--- src/rtl/core/imhq_pkg.sv ---
// ----------------------------------------------------------------------------
// imhq_pkg: shared types for the indexed min-heap queue
// Command codes, result status codes and the controller/datapath link.
// ----------------------------------------------------------------------------
package imhq_pkg;

	typedef enum logic [1:0] {
		CMD_INIT     = 2'd0,
		CMD_EXTRACT  = 2'd1,
		CMD_DECREASE = 2'd2,
		CMD_LOOKUP   = 2'd3
	} cmd_t;

	localparam logic [1:0] ST_OK     = 2'd0;
	localparam logic [1:0] ST_EMPTY  = 2'd1;
	localparam logic [1:0] ST_ABSENT = 2'd2;
	localparam logic [1:0] ST_REJECT = 2'd3;

	// one datapath operation per cycle
	typedef enum logic [3:0] {
		OP_NOP,
		OP_LOAD,
		OP_DISPATCH,
		OP_FILL,
		OP_SEED,
		OP_SU_CHK,
		OP_SU_CMP,
		OP_SD_CHK,
		OP_SD_L,
		OP_SD_R,
		OP_SD_MOVE,
		OP_EX_ROOT,
		OP_EX_LAST,
		OP_MAP_CHK,
		OP_KEY_CHK,
		OP_OUT
	} dp_op_t;

	typedef struct packed {
		dp_op_t op;
	} ctl_t;

	typedef struct packed {
		cmd_t cmd;
		logic empty;
		logic bad_id;
		logic fill_last;
		logic src_ok;
		logic at_root;
		logic up_swap;
		logic has_left;
		logic has_right;
		logic best_hit;
		logic map_hit;
		logic key_lower;
	} stat_t;

endpackage

--- src/rtl/core/imhq_ctrl.sv ---
// ----------------------------------------------------------------------------
// imhq_ctrl: command sequencer
// Walks fill, sift-up, sift-down and lookup sequences; owns the handshakes.
// ----------------------------------------------------------------------------
module imhq_ctrl import imhq_pkg::*; (
	input  logic  clk,
	input  logic  arst_n,
	input  logic  in_valid,
	output logic  in_ready,
	output logic  out_valid,
	input  logic  out_ready,
	output ctl_t  ctl,
	input  stat_t stat
);
	typedef enum logic [3:0] {
		S_IDLE, S_DISPATCH, S_FILL, S_SEED, S_SU_CHK, S_SU_CMP, S_SD_CHK,
		S_SD_L, S_SD_R, S_SD_MOVE, S_EX_ROOT, S_EX_LAST, S_MAP_CHK,
		S_KEY_CHK, S_DONE
	} state_t;

	state_t state_q;
	logic   out_free;

	assign in_ready = (state_q == S_IDLE);
	assign out_free = !out_valid || out_ready;

	always_comb begin
		case (state_q)
			S_IDLE:     ctl.op = in_valid ? OP_LOAD : OP_NOP;
			S_DISPATCH: ctl.op = OP_DISPATCH;
			S_FILL:     ctl.op = OP_FILL;
			S_SEED:     ctl.op = OP_SEED;
			S_SU_CHK:   ctl.op = OP_SU_CHK;
			S_SU_CMP:   ctl.op = OP_SU_CMP;
			S_SD_CHK:   ctl.op = OP_SD_CHK;
			S_SD_L:     ctl.op = OP_SD_L;
			S_SD_R:     ctl.op = OP_SD_R;
			S_SD_MOVE:  ctl.op = OP_SD_MOVE;
			S_EX_ROOT:  ctl.op = OP_EX_ROOT;
			S_EX_LAST:  ctl.op = OP_EX_LAST;
			S_MAP_CHK:  ctl.op = OP_MAP_CHK;
			S_KEY_CHK:  ctl.op = OP_KEY_CHK;
			S_DONE:     ctl.op = out_free ? OP_OUT : OP_NOP;
			default:    ctl.op = OP_NOP;
		endcase
	end

	always_ff @(posedge clk or negedge arst_n) begin
		if (!arst_n) begin
			state_q   <= S_IDLE;
			out_valid <= 1'b0;
		end else begin
			if (state_q == S_DONE && out_free) begin
				out_valid <= 1'b1;
			end else if (out_ready) begin
				out_valid <= 1'b0;
			end
			case (state_q)
				S_IDLE: begin
					if (in_valid) begin
						state_q <= S_DISPATCH;
					end
				end
				S_DISPATCH: begin
					case (stat.cmd)
						CMD_INIT:    state_q <= S_FILL;
						CMD_EXTRACT: state_q <= stat.empty ? S_DONE : S_EX_ROOT;
						default:     state_q <= (stat.bad_id || stat.empty) ? S_DONE : S_MAP_CHK;
					endcase
				end
				S_FILL: begin
					if (stat.fill_last) begin
						state_q <= S_SEED;
					end
				end
				S_SEED:    state_q <= stat.src_ok ? S_SU_CHK : S_DONE;
				S_SU_CHK:  state_q <= stat.at_root ? S_DONE : S_SU_CMP;
				S_SU_CMP:  state_q <= stat.up_swap ? S_SU_CHK : S_DONE;
				S_SD_CHK:  state_q <= stat.has_left ? S_SD_L : S_DONE;
				S_SD_L:    state_q <= stat.has_right ? S_SD_R : S_SD_MOVE;
				S_SD_R:    state_q <= S_SD_MOVE;
				S_SD_MOVE: state_q <= stat.best_hit ? S_SD_CHK : S_DONE;
				S_EX_ROOT: state_q <= S_EX_LAST;
				S_EX_LAST: state_q <= S_SD_CHK;
				S_MAP_CHK: state_q <= stat.map_hit ? S_KEY_CHK : S_DONE;
				S_KEY_CHK: begin
					state_q <= (stat.cmd == CMD_DECREASE && stat.key_lower) ? S_SU_CHK : S_DONE;
				end
				S_DONE: begin
					if (out_free) begin
						state_q <= S_IDLE;
					end
				end
				default: state_q <= S_IDLE;
			endcase
		end
	end
endmodule

--- config.mk ---
export PLATFORM = sky130hd
export DESIGN_NAME = imhq_ctrl
export DESIGN_NICKNAME = d
export VERILOG_FILES = /design/src/rtl/core/imhq_pkg.sv /design/src/rtl/core/imhq_ctrl.sv
export SDC_FILE = /design/constraint.sdc
export NUM_CORES = 1
export LEC_CHECK = 0
export BUFFER_PORTS_ARGS = -buffer_cell sky130_fd_sc_hd__buf_4
export CAP_MARGIN = 10
export CORE_AREA = 2 2 39 41
export CTS_BUF_LIST = sky130_fd_sc_hd__clkbuf_2
export DETAILED_ROUTE_END_ITERATION = 10
export DIE_AREA = 0 0 41 43
export GPL_TIMING_DRIVEN = 0
export PLACE_DENSITY = 0.69
export SLEW_MARGIN = 0
export SYNTH_ARGS = -nofsm -noshare
export SYNTH_HDL_FRONTEND = slang
export SYNTH_SLANG_ARGS = --single-unit
export TNS_END_PERCENT = 30
--- constraint.sdc ---
create_clock -name clk -period 1.7 [get_ports clk]
set_input_delay 0.17 -clock clk [delete_from_list [all_inputs] [get_ports clk]]
set_output_delay 0.17 -clock clk [all_outputs]
set_load 0.02 [all_outputs]
# Yosys cells after proc, flatten, opt, wreduce, memory -nomap -nowiden
# Cells that the tools add are included.
dict set report classes {
  eq_ne 19
  n_mux 20
  reduce_logical 9
}
# cell count
set ops {}
lappend ops {{4-bit case mux with 15 select lines} 2}
lappend ops {{4-bit 2-to-1 mux} 10}
lappend ops {{4-bit equality test (second input constant)} 7}
lappend ops {{4-bit by 3-bit equality test with 1-bit output (second input constant)} 4}
lappend ops {{4-bit by 2-bit equality test with 1-bit output (second input constant)} 2}
lappend ops {{4-bit case mux with 2 select lines} 1}
lappend ops {{2-bit != test (second input constant)} 3}
lappend ops {{4-bit by 1-bit equality test with 1-bit output (second input constant)} 1}
lappend ops {{4-bit zero test} 1}
lappend ops {{1-bit 2-to-1 mux} 4}
lappend ops {{2-bit 2-to-1 mux} 2}
lappend ops {{3-bit 2-to-1 mux} 1}
lappend ops {{3-bit AND reduction} 1}
lappend ops {{2-bit by 1-bit equality test with 1-bit output (second input constant)} 1}
lappend ops {{2-bit equality test (second input constant)} 1}
lappend ops {{1-bit logical AND} 2}
lappend ops {{2-bit zero test} 1}
lappend ops {{1-bit logical OR} 2}
lappend ops {{2-bit nonzero test} 1}
lappend ops {{1-bit zero test} 1}
dict set report word_totals {
  word_cells 50
  reg_bits 5
  out_inout_bits 6
  in_bits 17
}

# Depth between registers and ports, before layout
# Gate-level depths: netlist of run 1.
dict set report depth {
  depth_word 4
  depth_mapped 5
  depth_no_buf 4
}

# Worst setup path after synthesis of run 1
# Ideal clock, no wire load.
dict set report synth_path {
  path_type {register to output}
  from {register state_q[1]}
  to {output port ctl[3] (netlist bit)}
  arrival_ns 1.193
  t_required_ns 1.530
  slack_ns 0.337
  path_buffers 2
  stages_incl_launch_ff 5
  cell_sequence {dfrtp_1 > buf_6 > buf_2 > nand3_1 > o21ai_0}
}
# element line
set synth_lines {}
lappend synth_lines {{start, declared} imhq_ctrl.sv:21} ;# state_t state_q;
lappend synth_lines {{start signal, assigned} imhq_ctrl.sv:67} ;# CMD_EXTRACT: state_q <= stat.empty ? S_DONE : S_EX_ROOT;
lappend synth_lines {{start signal, assigned} imhq_ctrl.sv:68} ;# default: state_q <= (stat.bad_id || stat.empty) ? S_DONE : S_MAP_CHK;
lappend synth_lines {{start signal, assigned} imhq_ctrl.sv:76} ;# S_SEED: state_q <= stat.src_ok ? S_SU_CHK : S_DONE;
lappend synth_lines {{end, declared} imhq_ctrl.sv:12} ;# output ctl_t ctl,

==> results of run 1 <==
metrics by stage:
stage | setup WS, ps | instance area [sq um]
final | 74.52 | 758.2
after global routing | 3.109 | 758.2
after CTS | 0.3126 | 749.5
after detailed placement | 252.7 | 719.4
after global placement | 267.2 | 719.4
after floorplan | 336.6 | 534.3
report_power, final:
group	total, mW	internal, mW	switching, mW
registers	0.258	0.188	0.0698
logic	1.06	0.485	0.571
clock network	0.102	0.0531	0.0488
total	1.42	0.727	0.690
kinds of logic after synthesis:
logic type	after synthesis	share of synthesized area, %
simple gates	33	35.36
flops	5	23.42
buf+inv	7	9.600
mux	1	1.874
compound gates	24	29.74
path summary, 6_finish.rpt:
path / startpoint / endpoint / slack, ps
worst min register to register: out_valid$_DFFE_PN0P_ / out_valid$_DFFE_PN0P_ / 720
min in group clk: in_valid / state_q[0]$_DFFE_PN0P_ / 330
worst min-delay path: arst_n / state_q[0]$_DFFE_PN0P_ / 300
worst max register to register: state_q[1]$_DFFE_PN0P_ / state_q[3]$_DFFE_PN0P_ / 340
max in group asynchronous: arst_n / state_q[3]$_DFFE_PN0P_ / 1290
worst max-delay path: state_q[3]$_DFFE_PN0P_ / ctl[0] / 70
cells in the final DEF, fill, tap and decap left out, drive strengths merged, types with 2 or more instances in the layout:
master  synthesis  routed
or3             2       2
nand3           3       3
nor3            2       2
nand3b          3       3
nor2            9       9
a31oi           4       4
nand2           3       3
dfrtp           5       5
nand2b          3       3
nor2b           4       4
clkbuf          0       3
o21ai           8       8
a21oi           3       3
buf             6      28
critical path, delay by kind of cell (launching register included):
| family | cells | cell delay [ps] |
|---|---|---|
| and+or+nand+nor | 2 | 480 |
| DFF | 1 | 450 |
| buffers and inverters | 1 | 150 |
| AOI/OAI and AO/OA | 1 | 150 |
per-layer routing:
metal,track usage [%],share of wire (%),vias up
li1,-,-,314
met1,23.43,43,290
met2,31.56,51,21
met3,3.141,5.8,0
met4,2.000,0,0
met5,0,0,-
cell type report:
cell class	instances	area share [%]
inverters	1	0.4950
plain buffers	6	6.271
multi-input cells	58	48.02
flip-flops and latches	5	16.83
clock buffers	3	1.980
well taps	16	2.640
clock inverters	1	0.6601
repair buffers	23	23.10
registers in the layout (all words and copies together) (netlist names):
register,cells
state_q,4
out_valid,1
repair_timing:
item                                   4_1_cts  5_1_grt
hold buffers                                 1        0
setup endpoints to repair                    0        2
endpoints found under the hold margin        5        0
resized for setup                            0        3
==> results.cfg, run 1 <==
[outcome]
status = finished clean

[timing]
worst_hold_slack_ps = 296.2
hold_viol = 0
setup_viol = 0
rsz0062_at_grt = no
max_slew_margin_pct = 74.97
finClkSkew_ps = 5.766
worst_pin_slew_ps = 366.0
finalMaxSlewViolations = 0
min_period_ps = 1625
setup_tns_ps = 0
fmax_mhz = 615.2
min_period_over_period_pct = 95.62

[logic_synthesis]
synth-seq-area-share_pct = 23.42
synth-warning-count = 0
synth_top_area_share_pct = 23.42
synthArstFlopShare_pct = 100.0
synth_edf_count = 0
yosysMostFrequentCell = nor2_1
synth_flop_cell = dfrtp_1
syn_inst = 70
syn_area_sq_um = 534.3
synth_top_cells_by_area = dfrtp_1 (23%), o21ai_0 (6.6%), nor2_1 (6.3%)
synthTopCellsByCount = nor2_1 (9), o21ai_0 (7), dfrtp_1 (5)
yosysTopAreaCell = dfrtp_1
synth.distinct_cells = 32
syn-num-nets = 87
syn_area_per_cell_sq_um = 7.632
ys_ff_latch = 5

[floorplan]
num_io_pins = 23
start_util_pct = 38.61
design.die.area_sq_mm = 0.001763
row_count = 14
coreArea_sq_mm = 0.001384
die_w_um = 41
die_y_um = 43

[clock_tree]
cts_buffer_depth = 2
cts_tree = done
cts_sinks = 5
cts_root_buf = clkbuf_2
clk_latency_ps = 210
numCtsBuffers = 3
clkTransAtPathRegs_ps = 60
cts_setup_buffers = 0
h-tree-depth = 1

[route]
vias_per_cell = 5.531
route.vias.total = 625
drtPass1Iterations = 4
postRouteAntennaNets = 0
route.detailed.drc = 0
drtIter0Drc = 21
post_drt_wl_per_cell_um = 12.98
routed_wl_mm = 1.467

[setup_path]
worst_r2r_path_depth = 5
cp-end-kind = primary output
path_cells = or3_4 > o22ai_2 > nor2_1 > buf_4
required_ps = 1530
cp_max_fo = 8
cp.arrival_ps = 1460
worstSetupPathType = register to primary output
cpMaxStageDelayCell = dfrtp_2
slowest_delay_ps = 450
cp-start-kind = register

[cells_and_area]
utilization_pct = 54.79
layout-drive-gt1-share_pct = 40.21
fill_cells = 151
multi_input_area_sq_um = 364.1
fin_cells = 113
area_growth_pct = 41.92
finalNetCount = 115
seqCellArea_sq_um = 127.6
n_antenna_cell = 0

[global_routing]
grt_pass1_wl_mm = 2.304
grt_usage_pct = 18.32
overflow = 0
antenna_found_initial = 0
grt_max_degree = 11
grt_pass1_vias = 576

[power_and_ir_drop]
p_leak_nw = 0.3411
p_total_mw = 1.417
ir_drop_mv = 0.7947
power_density_mw_per_mm2 = 1869

[placed_design]
place_congestion = 0.7614
dp_cells = 108
dpl.hpwl_mm = 1.108
port_buffers = 22

[worst_hold_path]
hold_class = input port to asynchronous set/reset pin

[flow_run]
maxCapViolations = 0
(Power assumes the default switching activity.)
==> run 2: changes to the inputs <==
--- a/config.mk
+++ b/config.mk
@@ -12,7 +12,9 @@
 export DETAILED_ROUTE_END_ITERATION = 10
 export DIE_AREA = 0 0 41 43
 export GPL_TIMING_DRIVEN = 0
+export HOLD_SLACK_MARGIN = 0.02
 export PLACE_DENSITY = 0.69
+export REMOVE_ABC_BUFFERS = 1
 export SLEW_MARGIN = 0
 export SYNTH_ARGS = -nofsm -noshare
 export SYNTH_HDL_FRONTEND = slang
==> run 2 against run 1 <==
  * Non-clock buffer count down 1
  * Die area unchanged
  * Largest power group unchanged
  * Global-route usage decreased by 1.8 points
  * Sequential power increased by 36%
  * Hold slack got worse by 19 ps
  * Final area fell by 1.8%
  * Clock-buffer cell count grew 1
==> results.cfg, run 2 (synthesized netlist as in run 1, its figures left out) <==
[outcome]
status = finished clean

[timing]
max_slew_margin_pct = 73.38
min_period_ps = 1669
finClkSkew_ps = 1.386
worst_pin_slew_ps = 389.3
finalMaxSlewViolations = 0
worst_hold_slack_ps = 277.4
min_period_over_period_pct = 98.20
hold_viol = 0
setup_viol = 0
rsz0062_at_grt = yes
setup_slack_ps = 30.65
fmax_mhz = 599.0

[global_routing]
grt_pass1_wl_mm = 1.973
grt_pass1_vias = 483
antenna_found_initial = 0
grt_max_degree = 21
grt_usage_pct = 16.50
overflow = 0

[power_and_ir_drop]
ir_drop_mv = 0.6761
p_leak_nw = 0.3317
power_density_mw_per_mm2 = 1858

[cells_and_area]
n_antenna_cell = 0
fin_cells = 112
regMostFlops = state_q
final_common_cell = buf_4
layout-drive-gt1-share_pct = 40.63
top_regs = state_q: 4 flops, out_valid: 1 flops
largest_reg_flops = 4
finalNetCount = 114
area_growth_pct = 39.34
mostFrequentLayoutCells = buf_4 (27), nor2_1 (9), o21ai_0 (7)

[setup_path]
cp_max_fo = 20
slowest_delay_ps = 520
worstSetupPathType = register to primary output
cp-end-kind = primary output
cpMaxStageDelayCell = dfrtp_2
cp-start-kind = register
path_cells = or3_4 > o22ai_1 > nor2_1 > buf_4
cp.arrival_ps = 1500
worst_r2r_path_depth = 4
required_ps = 1530
rrSetupSlack_ps = 270

[placed_design]
place_congestion = 0.8237
port_buffers = 22
dp_cells = 102
pre_cts_ws_ps = 109.8
dpl.hpwl_um = 931.8

[route]
vias_per_cell = 5.563
drtIter0Drc = 23
routed_wl_mm = 1.326
drtPass1Iterations = 4
post_drt_wl_per_cell_um = 11.84
route.detailed.drc = 0
postRouteAntennaNets = 0
route.vias.total = 623

[clock_tree]
cts_root_buf = clkbuf_2
h-tree-depth = 1
numCtsBuffers = 3
clk_latency_ps = 220
clkTransAtPathRegs_ps = 60
cts_tree = done
cts_sinks = 5
cts_buffer_depth = 2

[floorplan]
start_util_pct = 38.61
die_y_um = 43
coreArea_sq_mm = 0.001384
num_io_pins = 23
die_w_um = 41
design.die.area_sq_mm = 0.001763
row_count = 14

[worst_hold_path]
hold_class = input port to asynchronous set/reset pin

[flow_run]
maxCapViolations = 0
-- run 2: path summary, 6_finish.rpt --
kind / start / end
min reg2reg: out_valid$_DFFE_PN0P_ / out_valid$_DFFE_PN0P_
min in group clk: stat[4] / state_q[3]$_DFFE_PN0P_
max reg2reg: state_q[1]$_DFFE_PN0P_ / state_q[3]$_DFFE_PN0P_
min: arst_n / state_q[2]$_DFFE_PN0P_
max in group asynchronous: arst_n / state_q[1]$_DFFE_PN0P_
max: state_q[1]$_DFFE_PN0P_ / ctl[0]
-- run 2: power by group --
| group | internal [mW] | leakage [nW] | switching [mW] |
|---|---|---|---|
| combinational | 0.464 | 0.258 | 0.454 |
| clock | 0.0623 | 0.0166 | 0.0530 |
| sequential | 0.192 | 0.0568 | 0.158 |
-- run 2: critical path: cells and delay by family, from the launching register on --
| kind | cells | cell delay, ps |
|---|---|---|
| simple gates | 2 | 440 |
| compound gates | 1 | 150 |
| flops | 1 | 520 |
| buf+inv | 1 | 160 |
-- run 2: area by class of cell --
| type | instances | area, sq um |
|---|---|---|
| fillers | 137 | 639.4 |
| repair buffers | 28 | 212.7 |
| flip-flops and latches | 5 | 130.1 |
| multi-input cells | 58 | 357.8 |
| clock buffers | 4 | 20.02 |
| well taps | 16 | 20.02 |
| inverters | 1 | 3.754 |
-- run 2: per-stage QoR --
| stage | setup TNS [ps] | area [sq um] | power (mW) | utilization (%) |
|---|---|---|---|---|
| 3_3_place_gp | 0 | 671.9 | 1.160 | 48.55 |
| 3_5_place_dp | 0 | 671.9 | 1.168 | 48.55 |
| 2_1_floorplan | 0 | 486.7 | 0.8770 | - |
| 4_1_cts | -16.16 | 705.7 | 1.290 | 50.99 |
| 6_report | 0 | 744.5 | 1.383 | 53.80 |
| 5_1_grt | -29.53 | 744.5 | 1.484 | 53.80 |
-- run 2: per-layer routing --
layer	vias to the layer above	track usage, %	share of wire, %
li1	313	-	-
met1	281	22.77	43
met2	24	22.81	48
met5	-	0	0
met3	5	3.141	6.2
met4	0	10.00	2.7
-- run 2: timing repair --
item                                    4_1_cts  5_1_grt
hold buffers                                  1        0
hold endpoints to repair                      5        0
endpoints found under the setup margin        2        3
setup buffers                                 0        5
gates resized for setup                       3        1
pin swaps                                     1        0
==> run 3: changes to the inputs <==
==> constraint.sdc (replaced) <==
create_clock -name clk -period 1.9 [get_ports clk]
set_input_delay 0.19 -clock clk [delete_from_list [all_inputs] [get_ports clk]]
set_output_delay 0.19 -clock clk [all_outputs]
set_load 0.02 [all_outputs]
==> run 3 against run 2 <==
  * Via count fell by 5.5%
  * Hold slack improved by 18 ps
  * Wire length fell by 3.6%
  * Flip-flop and latch count did not move
  * Core utilization fell by 3.0 points
  * Final cell count fell by 4.5%
  * Critical endpoint unchanged
==> results.cfg, run 3 (synthesized netlist as in run 1, its figures left out) <==
[cells_and_area]
largest_reg_flops = 4
final_common_cell = buf_4
layout-drive-gt1-share_pct = 34.07
mostFrequentLayoutCells = buf_4 (22), nor2_1 (9), o21ai_0 (7)
regMostFlops = state_q
n_antenna_cell = 0
finalNetCount = 109
area_growth_pct = 31.62
top_regs = state_q: 4 flops, out_valid: 1 flops

[power_and_ir_drop]
p_leak_nw = 0.3107
p_comb_share_pct = 59.6
power_density_mw_per_mm2 = 1628
swShare_pct = 50.26
ir_drop_mv = 0.7665
p_sw_mw = 0.5752
internal_power_mw = 0.5694
p_clk_share_pct = 8.7
sequentialPowerShare_pct = 31.7

[floorplan]
die_w_um = 41
num_io_pins = 23
row_count = 14
design.die.area_sq_mm = 0.001763
coreArea_sq_mm = 0.001384
die_y_um = 43
start_util_pct = 38.61

[timing]
setup_viol = 0
max_slew_margin_pct = 63.87
setup_slack_ps = 101.4
fmax_mhz = 556.0
finClkSkew_ps = 9.037
min_period_ps = 1799
finalMaxSlewViolations = 0
rsz0062_at_grt = no
worst_pin_slew_ps = 542.0
min_period_over_period_pct = 94.67
hold_viol = 0
setup_tns_ps = 0

[clock_tree]
clk_latency_ps = 220
cts_setup_buffers = 0
cts_root_buf = clkbuf_2
h-tree-depth = 1
clkTransAtPathRegs_ps = 60
cts_sinks = 5
cts_buffer_depth = 2
numCtsBuffers = 3
cts_tree = done

[setup_path]
cp-end-kind = primary output
cp-start-kind = register
cp_max_fo = 16
worstSetupPathType = register to primary output
required_ps = 1710
cp.arrival_ps = 1610

[global_routing]
overflow = 0
grt_max_degree = 21
antenna_found_initial = 0
grt_pass1_vias = 478
grt_usage_pct = 16.28
grt_pass1_wl_mm = 1.952

[placed_design]
dpl.hpwl_um = 931.8
pre_cts_ws_ps = 289.8
place_congestion = 0.8237
port_buffers = 22

[route]
drtPass1Iterations = 4
route.detailed.drc = 0
wl_met1_um = 562
drtIter0Drc = 4
post_drt_wl_per_cell_um = 11.94
wl_met3_um = 81
postRouteAntennaNets = 0
top_layer_used = met4
wl_met2_um = 602
route.vias.total = 589
routed_wl_mm = 1.278
vias_per_cell = 5.505

[flow_run]
maxCapViolations = 0

[outcome]
status = finished clean

[worst_hold_path]
hold_class = input port to asynchronous set/reset pin
[run 3: cell count changes in the layout (fill, tap and decap cells not counted)]
cell | before | now
buf_4 | 27 | 22
dfrtp_2 | 4 | 1
dfrtp_1 | 1 | 4
[run 3: area by class of cell]
cell class,instances,area (sq um)
fillers,142,680.7
flip-flops and latches,5,126.4
well taps,16,20.02
multi-input cells,58,357.8
inverters,1,3.754
repair buffers,23,175.2
clock buffers,4,20.02
[run 3: worst paths after layout]
kind                       slack [ps]                      to  depth (start not counted)                   start
max                               100                  ctl[0]                          4  state_q[2]$_DFFE_PN0P_
max in group asynchronous        1490  state_q[2]$_DFFE_PN0P_                          2                  arst_n
max reg2reg                       390  state_q[3]$_DFFE_PN0P_                          4  state_q[0]$_DFFE_PN0P_
min in group clk                  310  state_q[3]$_DFFE_PN0P_                          3                 stat[4]
min                               300  state_q[3]$_DFFE_PN0P_                          2                  arst_n
min reg2reg                       680   out_valid$_DFFE_PN0P_                          2   out_valid$_DFFE_PN0P_
[run 3: critical path: stages (launching register included)]
cell and delay [ps]:
dfrtp_1 550, or3_4 460, o22ai_1 150, nor2_1 50, buf_4 170
[run 3: repair_timing]
action	4_1_cts	5_1_grt
endpoints found under the hold margin	5	0
endpoints found under the setup margin	0	2
resized for setup	0	1
hold buffers	1	0
[run 3: power groups by stage]
| stage | clock, mW | combinational, mW | sequential [mW] |
|---|---|---|---|
| final | 0.0994 | 0.682 | 0.363 |
| after floorplan | 0 | 0.466 | 0.318 |
| after global routing | 0.104 | 0.744 | 0.385 |
| after global placement | 0 | 0.681 | 0.358 |
| after detailed placement | 0 | 0.687 | 0.358 |
| after CTS | 0.100 | 0.690 | 0.356 |
[run 3: metrics by stage]
step	instance area [sq um]	power [mW]	utilization [%]	instances	hold slack, ps
floorplan	486.7	0.7847	-	64	-105.6
global placement	671.9	1.038	48.55	102	-7.446
detailed placement	671.9	1.045	48.55	102	-7.332
CTS	701.9	1.146	50.72	107	300.2
global route	703.2	1.234	50.81	107	317.2
finish	703.2	1.145	50.81	107	295.5
[run 3: routing by layer]
| metal | GRT usage [%] | vias up |
|---|---|---|
| met5 | 0 | - |
| met4 | 10.00 | 0 |
| met3 | 3.141 | 4 |
| met2 | 22.81 | 18 |
| met1 | 22.04 | 261 |
| li1 | - | 306 |
